[src/hw/rtl/esc_dec_pkg.sv]
// ============================================================================
// Escape decoder package
// Shared types and character constants for the backslash-escape decoder.
// ============================================================================
package esc_dec_pkg;

    localparam int CHAR_W = 21;
    localparam int ERR_W  = 4;
    localparam int REM_W  = 4;

    typedef logic [CHAR_W-1:0] char_t;
    typedef logic [ERR_W-1:0]  err_t;

    // Decoder modes between characters.
    typedef enum logic [3:0] {
        MODE_IDLE = 4'd0,
        MODE_ESC  = 4'd1,
        MODE_CTRL = 4'd2,
        MODE_HEX1 = 4'd3,
        MODE_HEX2 = 4'd4,
        MODE_OCT2 = 4'd5,
        MODE_OCT3 = 4'd6,
        MODE_SKIP = 4'd7,
        MODE_PASS = 4'd8
    } mode_t;

    // Error codes carried with each result.
    localparam err_t ERR_NONE       = 4'd0;
    localparam err_t ERR_SHORT_UNI  = 4'd1;
    localparam err_t ERR_MISSING_C  = 4'd2;
    localparam err_t ERR_BAD_HEX    = 4'd3;
    localparam err_t ERR_SHORT_HEX  = 4'd4;
    localparam err_t ERR_BAD_OCT    = 4'd5;
    localparam err_t ERR_SHORT_OCT  = 4'd6;
    localparam err_t ERR_INVALID    = 4'd7;
    localparam err_t ERR_TRAILING   = 4'd8;

    // Characters that the decoder recognizes or produces.
    localparam char_t CH_BSL   = 21'h5C;
    localparam char_t CH_QMARK = 21'h3F;
    localparam char_t CH_SQUOT = 21'h27;
    localparam char_t CH_DQUOT = 21'h22;
    localparam char_t CH_LC_U  = 21'h75;
    localparam char_t CH_UC_U  = 21'h55;
    localparam char_t CH_LC_N  = 21'h6E;
    localparam char_t CH_LC_R  = 21'h72;
    localparam char_t CH_LC_A  = 21'h61;
    localparam char_t CH_LC_B  = 21'h62;
    localparam char_t CH_LC_T  = 21'h74;
    localparam char_t CH_LC_V  = 21'h76;
    localparam char_t CH_LC_E  = 21'h65;
    localparam char_t CH_LC_F  = 21'h66;
    localparam char_t CH_LC_C  = 21'h63;
    localparam char_t CH_LC_X  = 21'h78;
    localparam char_t CH_LC_Z  = 21'h7A;
    localparam char_t CH_UC_A  = 21'h41;
    localparam char_t CH_UC_F  = 21'h46;
    localparam char_t CH_D0    = 21'h30;
    localparam char_t CH_D3    = 21'h33;
    localparam char_t CH_D7    = 21'h37;
    localparam char_t CH_D9    = 21'h39;
    localparam char_t CH_ESC   = 21'h1B;

    localparam char_t CASE_OFFSET = 21'd32;
    localparam char_t CTRL_FLIP   = 21'd64;

    // One result entry.
    typedef struct packed {
        char_t ch;
        err_t  err;
        logic  last;
    } result_t;

endpackage

[src/hw/rtl/escape_sequence_decoder.sv]
// ============================================================================
// Escape sequence decoder
// Decodes backslash escapes in a stream of wide characters, one per request.
// ============================================================================
// Usage:
//   The item channel (item_valid, item_stall, char_in, chars_after) carries
//   one character per request, with the number of characters that follow it
//   in the same string, saturated at 8. The result channel (result_valid,
//   result_stall, char_out, error_code, last_of_run) carries zero, one or
//   two results per input request; last_of_run marks the final one.
//   Each character is decoded in the cycle it is accepted and its results
//   are written into a four-entry result queue. One request is taken every
//   cycle unless the input stalls; the queue drains one result per cycle
//   unless the receiver stalls, so the two results of a universal escape
//   leave it one after the other. The input stalls only while the queue
//   holds three or more results, which happens when the receiver stalls.
//   Reset clears the queue and returns the decoder to plain-text mode.
// ============================================================================
module escape_sequence_decoder
    import esc_dec_pkg::*;
(
    input  logic              clk,
    input  logic              rst_n,
    input  logic              item_valid,
    output logic              item_stall,
    input  logic [CHAR_W-1:0] char_in,
    input  logic [REM_W-1:0]  chars_after,
    output logic              result_valid,
    input  logic              result_stall,
    output logic [CHAR_W-1:0] char_out,
    output logic [ERR_W-1:0]  error_code,
    output logic              last_of_run
);

    localparam int QDEPTH = 4;
    localparam int QPTR_W = $clog2(QDEPTH);
    localparam int QCNT_W = QPTR_W + 1;

    mode_t             mode_reg, mode_next;
    logic [7:0]        digit_reg, digit_next;
    logic              dvalid_reg, dvalid_next;
    logic [3:0]        pass_reg, pass_next;

    result_t           queue_reg [QDEPTH];
    logic [QPTR_W-1:0] wr_ptr_reg, rd_ptr_reg;
    logic [QCNT_W-1:0] count_reg;

    result_t           res0, res1;
    logic [1:0]        push_n;
    logic              item_acc, result_acc;
    logic [3:0]        hex_nib;
    logic              hex_ok;
    logic [2:0]        oct_dig;
    logic              oct_ok;
    char_t             upper_ch;

    assign item_acc   = item_valid && !item_stall;
    assign result_acc = result_valid && !result_stall;
    assign item_stall = (count_reg >= QCNT_W'(QDEPTH - 1));

    // Digit classification of the incoming character.
    always_comb
    begin
        hex_ok  = 1'b1;
        hex_nib = 4'd0;
        if (char_in >= CH_D0 && char_in <= CH_D9)
            hex_nib = 4'(char_in - CH_D0);
        else if (char_in >= CH_LC_A && char_in <= CH_LC_F)
            hex_nib = 4'(char_in - CH_LC_A + 21'd10);
        else if (char_in >= CH_UC_A && char_in <= CH_UC_F)
            hex_nib = 4'(char_in - CH_UC_A + 21'd10);
        else
            hex_ok = 1'b0;

        oct_ok  = (char_in >= CH_D0 && char_in <= CH_D7);
        oct_dig = oct_ok ? 3'(char_in - CH_D0) : 3'd0;

        upper_ch = (char_in >= CH_LC_A && char_in <= CH_LC_Z) ?
                   (char_in - CASE_OFFSET) : char_in;
    end

    // Decode one character: next decoder state and up to two results.
    always_comb
    begin
        mode_next   = mode_reg;
        digit_next  = digit_reg;
        dvalid_next = dvalid_reg;
        pass_next   = pass_reg;
        push_n      = 2'd0;
        res0        = '{ch: char_in, err: ERR_NONE, last: 1'b1};
        res1        = '{ch: char_in, err: ERR_NONE, last: 1'b1};

        case (mode_reg)
            MODE_ESC:
            begin
                mode_next = MODE_IDLE;
                push_n    = 2'd1;
                case (char_in)
                    CH_LC_U, CH_UC_U:
                    begin
                        if (chars_after >= ((char_in == CH_LC_U) ? 4'd4 : 4'd8))
                        begin
                            push_n    = 2'd2;
                            res0      = '{ch: CH_BSL, err: ERR_NONE, last: 1'b0};
                            pass_next = (char_in == CH_LC_U) ? 4'd4 : 4'd8;
                            mode_next = MODE_PASS;
                        end
                        else
                        begin
                            res0.ch  = CH_QMARK;
                            res0.err = ERR_SHORT_UNI;
                            if (chars_after != '0)
                                mode_next = MODE_SKIP;
                        end
                    end
                    CH_LC_N: res0.ch = 21'd10;
                    CH_LC_R: res0.ch = 21'd13;
                    CH_LC_A: res0.ch = 21'd7;
                    CH_LC_B: res0.ch = 21'd8;
                    CH_LC_T: res0.ch = 21'd9;
                    CH_LC_V: res0.ch = 21'd11;
                    CH_LC_E: res0.ch = CH_ESC;
                    CH_LC_F: res0.ch = 21'd12;
                    CH_BSL, CH_SQUOT, CH_DQUOT: res0.ch = char_in;
                    CH_LC_C:
                    begin
                        if (chars_after != '0)
                        begin
                            push_n    = 2'd0;
                            mode_next = MODE_CTRL;
                        end
                        else
                        begin
                            res0.ch  = CH_QMARK;
                            res0.err = ERR_MISSING_C;
                        end
                    end
                    CH_LC_X:
                    begin
                        if (chars_after >= 4'd2)
                        begin
                            push_n      = 2'd0;
                            digit_next  = 8'd0;
                            dvalid_next = 1'b1;
                            mode_next   = MODE_HEX1;
                        end
                        else
                        begin
                            res0.ch  = CH_QMARK;
                            res0.err = ERR_SHORT_HEX;
                            if (chars_after != '0)
                                mode_next = MODE_SKIP;
                        end
                    end
                    default:
                    begin
                        if (char_in >= CH_D0 && char_in <= CH_D3)
                        begin
                            if (chars_after >= 4'd2)
                            begin
                                push_n      = 2'd0;
                                digit_next  = {6'd0, oct_dig[1:0]};
                                dvalid_next = 1'b1;
                                mode_next   = MODE_OCT2;
                            end
                            else
                            begin
                                res0.ch  = CH_QMARK;
                                res0.err = ERR_SHORT_OCT;
                            end
                        end
                        else
                        begin
                            res0.ch  = CH_QMARK;
                            res0.err = ERR_INVALID;
                        end
                    end
                endcase
            end
            MODE_CTRL:
            begin
                push_n    = 2'd1;
                res0.ch   = upper_ch ^ CTRL_FLIP;
                mode_next = MODE_IDLE;
            end
            MODE_HEX1:
            begin
                digit_next  = {digit_reg[3:0], hex_nib};
                dvalid_next = dvalid_reg && hex_ok;
                mode_next   = MODE_HEX2;
            end
            MODE_HEX2:
            begin
                digit_next  = {digit_reg[3:0], hex_nib};
                dvalid_next = dvalid_reg && hex_ok;
                push_n      = 2'd1;
                res0.ch     = dvalid_next ? char_t'(digit_next) : CH_QMARK;
                res0.err    = dvalid_next ? ERR_NONE : ERR_BAD_HEX;
                mode_next   = MODE_IDLE;
            end
            MODE_OCT2:
            begin
                digit_next  = {digit_reg[4:0], oct_dig};
                dvalid_next = dvalid_reg && oct_ok;
                mode_next   = MODE_OCT3;
            end
            MODE_OCT3:
            begin
                digit_next  = {digit_reg[4:0], oct_dig};
                dvalid_next = dvalid_reg && oct_ok;
                push_n      = 2'd1;
                res0.ch     = dvalid_next ? char_t'(digit_next) : CH_QMARK;
                res0.err    = dvalid_next ? ERR_NONE : ERR_BAD_OCT;
                mode_next   = MODE_IDLE;
            end
            MODE_SKIP:
            begin
                mode_next = MODE_IDLE;
            end
            MODE_PASS:
            begin
                push_n = 2'd1;
                if (pass_reg != 4'd0)
                    pass_next = pass_reg - 4'd1;
                if (pass_next == 4'd0)
                    mode_next = MODE_IDLE;
            end
            default:
            begin
                mode_next = MODE_IDLE;
                push_n    = 2'd1;
                if (char_in == CH_BSL)
                begin
                    if (chars_after == '0)
                    begin
                        res0.ch  = CH_QMARK;
                        res0.err = ERR_TRAILING;
                    end
                    else
                    begin
                        push_n    = 2'd0;
                        mode_next = MODE_ESC;
                    end
                end
            end
        endcase
    end

    // Decoder state, updated on each accepted request.
    always_ff @(posedge clk or negedge rst_n)
    begin
        if (!rst_n)
        begin
            mode_reg   <= MODE_IDLE;
            digit_reg  <= 8'd0;
            dvalid_reg <= 1'b1;
            pass_reg   <= 4'd0;
        end
        else if (item_acc)
        begin
            mode_reg   <= mode_next;
            digit_reg  <= digit_next;
            dvalid_reg <= dvalid_next;
            pass_reg   <= pass_next;
        end
    end

    // Result queue control.
    always_ff @(posedge clk or negedge rst_n)
    begin
        if (!rst_n)
        begin
            wr_ptr_reg <= '0;
            rd_ptr_reg <= '0;
            count_reg  <= '0;
        end
        else
        begin
            if (item_acc)
                wr_ptr_reg <= wr_ptr_reg + QPTR_W'(push_n);
            if (result_acc)
                rd_ptr_reg <= rd_ptr_reg + QPTR_W'(1);
            count_reg <= count_reg + QCNT_W'(item_acc ? push_n : 2'd0)
                         - QCNT_W'(result_acc);
        end
    end

    // Result queue storage.
    always_ff @(posedge clk)
    begin
        if (item_acc && push_n != 2'd0)
            queue_reg[wr_ptr_reg] <= res0;
        if (item_acc && push_n == 2'd2)
            queue_reg[wr_ptr_reg + QPTR_W'(1)] <= res1;
    end

    assign result_valid = (count_reg != '0);
    assign char_out     = queue_reg[rd_ptr_reg].ch;
    assign error_code   = queue_reg[rd_ptr_reg].err;
    assign last_of_run  = queue_reg[rd_ptr_reg].last;

`ifndef NO_ASSERTIONS
    // The queue never holds more results than it has entries.
    assert property (@(posedge clk) disable iff (!rst_n)
        count_reg <= QCNT_W'(QDEPTH))
        else $error("result queue overflow");

    // A plain character taken in text mode makes a result valid next cycle.
    assert property (@(posedge clk) disable iff (!rst_n)
        item_acc && mode_reg == MODE_IDLE && char_in != CH_BSL |=> result_valid)
        else $error("plain character produced no result");

    // Pass-through mode always has digits left to forward.
    assert property (@(posedge clk) disable iff (!rst_n)
        mode_reg == MODE_PASS |-> pass_reg != 4'd0)
        else $error("pass-through mode with zero count");
`endif

endmodule
[config.mk]
export PLATFORM = sky130hd
export DESIGN_NAME = escape_sequence_decoder
export DESIGN_NICKNAME = d
export VERILOG_FILES = /design/src/hw/rtl/esc_dec_pkg.sv /design/src/hw/rtl/escape_sequence_decoder.sv
export SDC_FILE = /design/constraint.sdc
export NUM_CORES = 1
export LEC_CHECK = 0
export ABC_CLOCK_PERIOD_IN_PS = 4230
export BUFFER_PORTS_ARGS = -buffer_cell sky130_fd_sc_hd__buf_2
export CORE_MARGIN = 2
export CORE_UTILIZATION = 55
export CTS_CLUSTER_SIZE = 14
export DETAILED_ROUTE_END_ITERATION = 6
export GPL_ROUTABILITY_DRIVEN = 0
export GPL_TIMING_DRIVEN = 0
export PLACE_DENSITY = 0.85
export SYNTH_ARGS = -nofsm -noshare
export SYNTH_HDL_FRONTEND = slang
export SYNTH_SLANG_ARGS = --single-unit
[constraint.sdc]
create_clock -name clk -period 4.23 [get_ports clk]
set_input_delay 0 -clock clk [delete_from_list [all_inputs] [get_ports clk]]
set_output_delay 0 -clock clk [all_outputs]
set_load 0.05 [all_outputs]
; ---- Word-level counts from Yosys, hierarchy flattened
; Memories as Yosys holds them, arrays and structs flattened.
; Cells that the tools add are included.
[totals]
ff_bits = 21
ram_bits = 104
input_bits = 29
word_cells = 165
n_memories = 1
[mem_list]
columns = name, words, word_bits, read_ports, rd_clocked_by_memory_dff, write_ports, line_no
row1 = queue_reg, 4, 26, 1, 0, 2, escape_sequence_decoder.sv:44  ; result_t queue_reg [QDEPTH];
[classes]
n_addsub = 12
order_cmp = 12
n_eq_ne = 30
muxes = 65
bitwise_logic = 1
n_reduce_logical = 37
[op_table]
columns = cell, n
row1 = $eq A21 B7 Y1 const B, 13
row2 = $pmux W21 S12, 1
row3 = $mux W25, 6
row4 = $pmux W21 S5, 1
row5 = $le A21 B6 Y1 const B, 3
row6 = $le A21 B7 Y1 const B, 3
row7 = $pmux W4 S4, 3
row8 = $mux W4, 11
row9 = $eq A21 B6 Y1 const B, 2
row10 = $ge A21 B7 Y1 const B, 2
row11 = $ge A21 B6 Y1 const B, 1
row12 = $mux W21, 1
row13 = $sub A21 B6 Y21 const B, 1
row14 = $pmux W4 S5, 1
row15 = $mux W1, 17
row16 = $eq A4 B3 Y1 const B, 4
row17 = $mux W8, 2
row18 = $sub A4 B1 Y4 const B, 4
row19 = $mux W3, 5
row20 = $mux W5, 3
row21 = $pmux W5 S3, 1
row22 = $reduce_or A14 Y1, 1
row23 = $logic_and A1 B1 Y1, 12
row24 = $mux W2, 6
row25 = other kinds (36), 53

; ---- Logic depth before layout (Yosys ltp)
; Gate-level depths: netlist of run 1.
[depth]
depth_word = 10
depth_mapped = 17

; ---- Worst setup path before layout of run 1
; Ideal clock, no wire load.
[synth_path]
path_type = in2reg
start = in char_in[1]
end = reg count_reg[2]
setup_ps = 123
t_arrival_ps = 3210
required_time_ps = 4107
setup_slack_ps = 897
stages = 17
path_cell_list = clkbuf_1 -> inv_1 -> ha_1 -> and3_4 -> buf_6 -> or4_4 -> o211a_1 -> o211a_4 -> inv_4 -> nand2_1 -> ha_1 -> inv_1 -> ha_1 -> inv_1 -> fa_1 -> xor2_1 -> xnor2_1
[synth_between]
elab_chain_cells = 9
[synth_lines]
columns = element, line_no
row1 = "start, declared", escape_sequence_decoder.sv:26  ; input logic [CHAR_W-1:0] char_in,
row2 = $eq A21 B7 Y1, "escape_sequence_decoder.sv:98, escape_sequence_decoder.sv:101"
row3 = $mux W4, escape_sequence_decoder.sv:101  ; if (chars_after >= ((char_in == CH_LC_U) ? 4'd4 : 4'd8))
row4 = $ge A4 B4 Y1, escape_sequence_decoder.sv:101
row5 = $mux W2, escape_sequence_decoder.sv:101
row6 = $pmux W2 S4, escape_sequence_decoder.sv:98  ; case (char_in)
row7 = $pmux W2 S3 (*), escape_sequence_decoder.sv:93  ; case (mode_reg)
row8 = $mux W2 (*), escape_sequence_decoder.sv:283  ; count_reg <= count_reg + QCNT_W'(item_acc ? push_n : 2'd0)
row9 = $add A3 B2 Y3 (*), escape_sequence_decoder.sv:283
row10 = $sub A3 B1 Y3 (*), escape_sequence_decoder.sv:284  ; - QCNT_W'(result_acc);
row11 = "end signal, assigned", escape_sequence_decoder.sv:283
row12 = "end, declared", escape_sequence_decoder.sv:46  ; logic [QCNT_W-1:0] count_reg;
; Mark *: on every way between the ends. The rest lies on a longest branch, timed or not.
; A chain may end at the register's enable or synchronous reset.

==> flow_results.org, run 1 <==
** Outcome
- Outcome :: finished, final reports clean

** Setup path
- Endpoint arrival time on the critical path :: 4.09 ns
- CP endpoint kind :: flop
- Counting cells, the worst reg-to-reg path comes to 9.
- Setup slack on the worst flop-to-flop path :: 0.44 ns
- Worst setup path class :: input port to flop
- Crit Reg-Reg Endpoint :: queue_reg[0][21]$_DFFE_PP_
- In this run the critical register-to-register path is launched from mode_reg[3]$_DFFE_PN0P_.
- The worst setup path is launched from an input port.
- Required time of the critical path :: 4.28 ns
- Of all nets on the critical path, the largest fanout is 21.

** Power
- IR analysis of the VDD net gives a maximum drop of 0.235 mV.
- Internal cell power :: 3.06 mW
- Power density over the cells :: 548 nW/um2
- The analysis attributes to cell leakage a power of 3.16 nW.
- Of the total power, the clock network draws 0.331.
- Of the total power, the share spent switching nets is 0.369.
- Of the total power, registers draw 0.324.
- Gate power share :: 0.344
- Switching power :: 1.79 mW

** STA
- Fin. Hold Viols :: 0
- Dividing the final minimum period by the clock period gives 0.955.
- Timing would allow up to 248 MHz.
- The clock period could shrink to 4.04 ns.
- Adding up every negative setup slack in the final design gives 0 ns.
- Setup repair after global routing left no endpoint under its margin.
- Slew of the pin with the lowest slew margin :: 1.33 ns
- For the final database, setup skew stands at 0.00679 ns.
- The worst pin sits at a relative slew slack of 0.103.
- The final count of pins violating max slew is 0.
- Setup violation total in the final timing report :: 0

** Synthesis
- Synthesis-stage register bit count :: 125
- Most instantiated flip-flop cell in the synthesis netlist :: edfxtp_1
- Library cell with the largest summed area after synthesis :: edfxtp_1
- The share of the Yosys chip area taken by registers is 0.452.
- Post-synth ARST share :: 0.168
- Of the total synthesized cell area, the portion taken by full adders, half adders and majority gates is 0.0240.
- Area share of the leading cell type in the synthesized netlist :: 0.331
- Of the post-synthesis cell area, the part taken by muxes is 0.0865.
- Summed instance area of the synthesized netlist :: 7630 um2
- Counting instances in the post-synthesis netlist gives the leading cell types as nor2_1 (106), edfxtp_1 (84), o21ai_0 (50), a21oi_1 (48), nand2_1 (42).
- Instance count of the mapped netlist :: 747
- Avg Inst Size Synth :: 10.2 um2
- Yosys mapped the design onto 85 distinct sky130hd cell types.
- Of the total synthesized cell area, the portion taken by XOR and XNOR cells is 0.0138.
- Number of flops mapped to enable cells by yosys :: 84
- The compound-cell area share of the yosys netlist is 0.194.
- Cell with the most instances after synthesis :: nor2_1
- The number of nets in the synthesized netlist is 790.
- Biggest area contributors in the synthesized netlist :: edfxtp_1 (33%), mux4_2 (7.7%), dfrtp_1 (6.6%), dfxtp_1 (5.3%), nor2_1 (5.2%)
- During synthesis, Yosys emitted a total of 0 warnings.
- By area, the combinational part of the netlist is dominated by compound AO/OA/AOI/OAI gates.
- Of the total synthesized cell area, the portion taken by AND, OR, NAND and NOR gates is 0.185.

** Clock network
- Clock Sink Count :: 125
- Clock network latency to the later pin of the worst-skew pair :: 0.43 ns
- The cell sitting at the root of the clock tree is a clkbuf_16.
- After clock tree synthesis, the clock-pin slew on the worst setup and hold paths is 0.06 ns.
- The H-tree was split into 4 levels.
- TritonCTS created 17 clock buffers.
- No sink is reached through more buffers than the 2 on the longest clock path.
- CTS tree :: yes

** Die
- After floorplanning, the core was divided into 43 placement rows.
- Initial cell density of the core :: 0.556
- In this run the count of I/O pins placed on the die edge is 57.
- Chip Width :: 122 um
- Area of the die :: 14800 um2
- The region available for standard cell placement spans 13700 um2.
- DIE HEIGHT :: 122 um

** Detailed routing
- Met3 wire length :: 2390 um
- In this run the top signal layer used is met4.
- Number of nets with antenna violations after routing :: 0
- Via density :: 6.86
- M1 wire length :: 8370 um
- In the routed design, unresolved DRC markers number 0.
- DRT iter0 DRCs :: 951
- Total number of vias :: 7001
- Dividing the detail-routed wire length by the instance count gives 22.4 um.
- Met2 wire len :: 11000 um
- Total Wirelength :: 22800 um
- The first detailed-routing pass ran for 7 iterations.

** Placement
- After legalization and detailed placement, the total HPWL measured 15700 um.
- The count of buffers added on input and output ports is 54.

** Global route
- All-layer global routing usage :: 0.317
- Entering global routing, the biggest net connects 23 pins.
- The number of global-route vias before repair came to 6627.
- Wire length of the first global-routing pass :: 35900 um
- Antenna violations before repair :: 0
- After global routing the overflow that remains totals 0.

** Run
- Max-cap violation count :: 0

** Final layout
- Compared with the post-synthesis result, the final layout area differs by 15.9%.
- The final layout contains 870 nets.
- Number of antenna repair diodes :: 0
- The register with the most flip-flops in the layout has 104 of them.
- Fill cell instance count of the final layout :: 1077
- Share of post-route cells with drive strength above 1 :: 0.194
- Measured on the finished design, the core utilization comes to 0.645.

** Hold path
- Worst hold-check path type :: input port to async pin
cell families (layout without fill, tap and decap cells):
logic type | after synthesis | in the layout
AND/OR/NAND/NOR | 277 | 277
AO/OA/AOI/OAI | 215 | 215
flip-flops | 125 | 125
buffers and inverters | 71 | 164
multiplexers | 33 | 33
adder cells (fa/ha/maj) | 14 | 14
XOR/XNOR | 12 | 12
worst max-delay path by stage:
stage                     start                         end  slack (ns)  depth (start not counted)
floorplan            char_in[1]      count_reg[2]$_DFF_PN0_        0.90                         17
global placement     char_in[1]  queue_reg[3][21]$_DFFE_PP_        0.01                         11
detailed placement   char_in[1]  queue_reg[3][21]$_DFFE_PP_       -0.04                         11
CTS                 char_in[11]  queue_reg[3][14]$_DFFE_PP_        0.13                         11
global route        char_in[11]   queue_reg[0][7]$_DFFE_PP_        0.04                         11
finish              char_in[11]  queue_reg[0][21]$_DFFE_PP_        0.19                         11
metal layers:
metal,global-route usage,up-vias
li1,-,3018
met1,0.416,3332
met2,0.513,540
met3,0.0595,111
met4,0.144,0
met5,0,-
worst max-delay path, cell delays in order:
cell           delay [ns]
dlygate4sd3_1        0.53
buf_2                0.14
nor4_1               0.57
nand4b_1             0.22
clkbuf_1             0.35
nor4_2               0.75
a211o_1              0.22
nand2_1              0.12
nor2_1               0.33
nor2_2               0.13
inv_1                0.70
power by group through the flow:
stage / Clock [mW] / Combinational, mW / Sequential, mW
finish: 1.61 / 1.67 / 1.57
floorplan: 0 / 1.28 / 1.56
CTS: 1.60 / 1.67 / 1.57
detailed placement: 0 / 1.66 / 1.59
global route: 1.66 / 1.77 / 1.58
global placement: 0 / 1.61 / 1.58
layout by cell type (no fill, tap or decap), types with 11 or more instances in the layout:
cell type	instances
a21oi_1	48
a31oi_1	13
buf_2	67
clkbuf_1	22
clkbuf_16	17
dfrtp_1	20
dfxtp_1	20
edfxtp_1	84
ha_1	13
inv_1	18
mux4_2	26
nand2_1	42
nand2b_1	11
nand3_1	21
nor2_1	106
nor3_1	18
o21ai_0	50
o2bb2ai_1	12
cell type report:
cell class	count	area, um2	share of cell area
multi-input combinational	551	3840	0.434
clock inverter	15	218	0.0246
sequential	125	3450	0.390
tap	180	225	0.0255
timing repair buffer	61	340	0.0385
inverter	23	96.3	0.0109
clock buffer	17	425	0.0481
buffer	48	249	0.0282
metrics by stage:
step | power (mW) | worst slack, ns | cell area, um2 | hold slack [ns] | cells
2_1_floorplan | 2.84 | 0.897 | 7630 | -0.296 | 747
3_3_place_gp | 3.19 | 0.0125 | 8120 | -0.0238 | 981
3_5_place_dp | 3.25 | -0.0391 | 8120 | -0.0235 | 981
4_1_cts | 4.84 | 0.134 | 8830 | 0.0562 | 1020
5_1_grt | 5.02 | 0.0445 | 8840 | 0.119 | 1020
6_report | 4.85 | 0.192 | 8840 | 0.0620 | 1020
what timing repair did:
item | 4_1_cts | 5_1_grt
resized for setup | 0 | 2
hold endpoints to repair | 34 | 0
setup endpoints to repair | 0 | 24
hold buffers | 7 | 0
buffers inserted | 0 | 0
Power figures use the tool's default switching activity.
==> inputs of run 2 (changes only) <==
--- a/config.mk
+++ b/config.mk
@@ -12,7 +12,6 @@
 export CTS_CLUSTER_SIZE = 14
 export DETAILED_ROUTE_END_ITERATION = 6
 export GPL_ROUTABILITY_DRIVEN = 0
-export GPL_TIMING_DRIVEN = 0
 export PLACE_DENSITY = 0.85
 export SYNTH_ARGS = -nofsm -noshare
 export SYNTH_HDL_FRONTEND = slang
==> run 2 against run 1 <==
Net effect:
- cell area is 1.8% lower
- sequential cell count stayed put
- setup slack better by 0.41 ns
- clock skew is 0.0091 ns higher
- power is 1.2% lower
- maximum frequency is 11% higher
- non-clock buffer count is 34 lower
- highest routed layer unchanged
==> flow_results.org, run 2 (same netlist as run 1, synthesis figures left out) <==
** Outcome
- The flow ran to the end, and the final reports show no timing, DRC or antenna violations.

** STA
- The share of the clock period used by the worst path after layout came to 0.857 (-0.0974).
- The clock skew after layout was 0.0159 ns (+0.00912 ns).
- The final critical delay including setup and external delays came to 3.63 ns (-0.412 ns).
- The worst hold-check slack came to 0.0163 ns (-0.0457 ns).
- Final slew viol count :: 0 (unchanged)
- The transition time at the pin with the least slew margin came to 1.09 ns (-0.236 ns).
- The setup TNS after final layout is 0 ns (unchanged).
- Setup repair after global routing left no endpoint under its margin.
- The final count of negative-setup-slack endpoints came to 0 (unchanged).
- The worst path setup slack after routing is 0.604 ns (+0.412 ns).
- Worst slew margin :: 0.254 (+0.151)
- The count of endpoints failing hold in the final timing report came to 0 (unchanged).
- Highest clock frequency the design can meet :: 276 MHz (+11%)

** Die
- Chip Width :: 122 um (unchanged)
- # IOs :: 57 (unchanged)
- Initial cell density of the core :: 0.556 (unchanged)
- The placeable core region came to 13700 um2 (unchanged).
- Area of the die :: 14800 um2 (unchanged)
- DIE HEIGHT :: 122 um (unchanged)
- The floorplan row count was 43 (unchanged).

** Setup path
- CP startpoint kind :: input port
- Endpoint arrival time on the critical path :: 3.75 ns (-0.34 ns)
- Reg2reg path depth :: 7 (-2)
- CP endpoint :: queue_reg[0][13]$_DFFE_PP_
- The critical path goes through dlygate4sd3_1 -> buf_2 -> nor4_1 -> and4b_1 -> buf_4 -> nand2_1 -> o221ai_1 -> o211a_4 -> inv_4 -> o21ai_2 -> buf_4 -> nor2_1.
- The worst register-to-register path begins at mode_reg[3]$_DFFE_PN0P_.
- The worst register-to-register path ends at queue_reg[1][12]$_DFFE_PP_.
- CP Launch Point :: char_in[15]
- Most numerous cell on the critical path :: buf_4
- STA classifies the critical path endpoint as a flop.
- By startpoint and endpoint, the worst setup path is classified as input port to flop.
- The register-to-register setup slack is 0.62 ns (+0.18 ns).
- The data required time of the critical path was 4.36 ns (+0.08 ns).
- Highest fanout seen on the critical path :: 14 (-33%)
- The delay of the slowest critical-path stage is 0.65 ns (-0.10 ns).
- On the critical path, the stage with the largest delay is an instance of and4b_1.

** Final layout
- The number of flip-flops in the largest register is 104 (unchanged).
- Number of antenna repair diodes :: 0 (unchanged)
- Synth-to-layout area growth :: 13.8%
- Post-layout util :: 0.633 (-0.0119)
- Number of standard cells in the final layout excluding fillers :: 986 (-3.3%)
- Share of post-route cells with drive strength above 1 :: 0.200 (+0.00570)
- The number of nets in the layout is 836 (-3.9%).
- Commonest non-fill, non-tap cells in the layout :: nor2_1 (106), edfxtp_1 (84), buf_2 (56)
- Leaving out fill and tap cells, the most frequent cell in the layout is nor2_1.
- Final instance area :: 8680 um2 (-1.8%)

** Clock network
- Clock network latency to the later pin of the worst-skew pair :: 0.43 ns (about the same)
- TritonCTS built the clock tree.
- The TritonCTS buffer count came to 17 (unchanged).
- The root buffer cell chosen for the clock tree is clkbuf_16.
- CTS clk-pin slew, worst paths :: 0.05 ns (about the same)
- The number of buffers between clock root and the deepest sink was 2 (unchanged).
- CTS-repair resized insts :: 0 (unchanged)
- The maximum level of the CTS H-tree came to 4 (unchanged).
- The total setup buffers inserted after CTS is 0 (unchanged).
- Clock Sink Count :: 125 (unchanged)

** Detailed routing
- Number of nets with antenna violations after routing :: 0 (unchanged)
- Average wire length per cell after detail routing :: 22.7 um (+1.5%)
- Total number of vias :: 6810 (-2.7%)
- Uppermost layer routed :: met4
- The number of design rule violations left after detail routing was 0 (unchanged).
- The overall routed net length came to 22400 um (-1.9%).
- The met2 routed wirelength came to 10700 um (-2.7%).
- The number of violations reported at the end of detailed-routing iteration 0 was 883 (-7.2%).
- The sum of routed wire segments on met1 was 8230 um (-1.7%).
- The met3 routed wirelength is 2460 um (+2.8%).
- The total iterations of the first detailed-routing run was 6 (-1).
- The via density per instance is 6.91 (+0.63%).

** Power
- The static leakage was 3.12 nW (-1.2%).
- Sum of internal, switching and leakage power :: 4.79 mW (-1.2%)
- Highest ir drop seen on vdd :: 0.238 mV (+1.4%)
- Power density over the cells :: 552 nW/um2 (+0.60%)

** Hold path
- In this run the most critical hold path is launched from char_in[17].
- The tightest min-delay check is of the input port to flop type.

** Global route
- The maximum number of pins on one net before global-route repair came to 29 (+26%).
- Via count of the first global-routing pass :: 6358 (-4.1%)
- Wire length of the first global-routing pass :: 34900 um (-2.7%)
- The remaining global-route overflow came to 0 (unchanged).
- Antenna violations before repair :: 0 (unchanged)
- All-layer global routing usage :: 0.312 (-0.00526)

** Placement
- Setup slack after placement :: 0.674 ns (+0.713 ns)
- Placement-stage cell area :: 8000 um2 (-1.4%)
- Half-perimeter wire length of the detailed placement result :: 15000 um (-4.3%)
- Placed instance count :: 951 (-3.1%)
- The count of port buffers added during placement is 56 (+3.7%).

** Run
- Max-cap violation count :: 0 (unchanged)
-- run 2: routing by layer --
metal / global-route usage / vias up
met5: 0 / -
met1: 0.399 / 3232
li1: - / 2952
met2: 0.499 / 513
met4: 0.137 / 0
met3: 0.0833 / 113
-- run 2: worst max-delay path, delay by kind of cell --
kind | cells | cell delay (ns)
buffers and inverters | 5 | 1.34
AND/OR/NAND/NOR | 4 | 1.19
AO/OA/AOI/OAI | 3 | 1.18
-- run 2: report_power, final --
| group | switching, mW | leakage [nW] | internal (mW) | total, mW |
|---|---|---|---|---|
| combinational | 1.05 | 1.62 | 0.498 | 1.55 |
| sequential | 0.148 | 1.20 | 1.50 | 1.64 |
| clock | 0.552 | 0.304 | 1.05 | 1.60 |
| total | 1.75 | 3.12 | 3.04 | 4.79 |
-- run 2: worst min-delay path by stage --
stage                                             to  slack (ns)  cells past startpoint
after floorplan               count_reg[0]$_DFF_PN0_       -0.30                      0
after global placement      digit_reg[1]$_DFFE_PN0P_       -0.02                      1
after detailed placement    digit_reg[4]$_DFFE_PN0P_       -0.01                      1
after CTS                 queue_reg[0][22]$_DFFE_PP_      0.0002                      3
after global routing      queue_reg[0][22]$_DFFE_PP_        0.02                      3
final                     queue_reg[0][22]$_DFFE_PP_        0.02                      3
-- run 2: timing repair --
| action | 4_1_cts | 5_1_grt |
|---|---|---|
| hold endpoints to repair | 25 | 0 |
| setup endpoints to repair | 0 | 0 |
| hold buffers | 3 | 0 |
-- run 2: area by class of cell --
cell class,instances,area (um2)
fill,1085,5040
sequential,125,3450
clock buffer,18,429
inverter,23,88.8
clock inverter,14,216
timing repair buffer,75,430
tap,180,225
multi-input combinational,551,3840
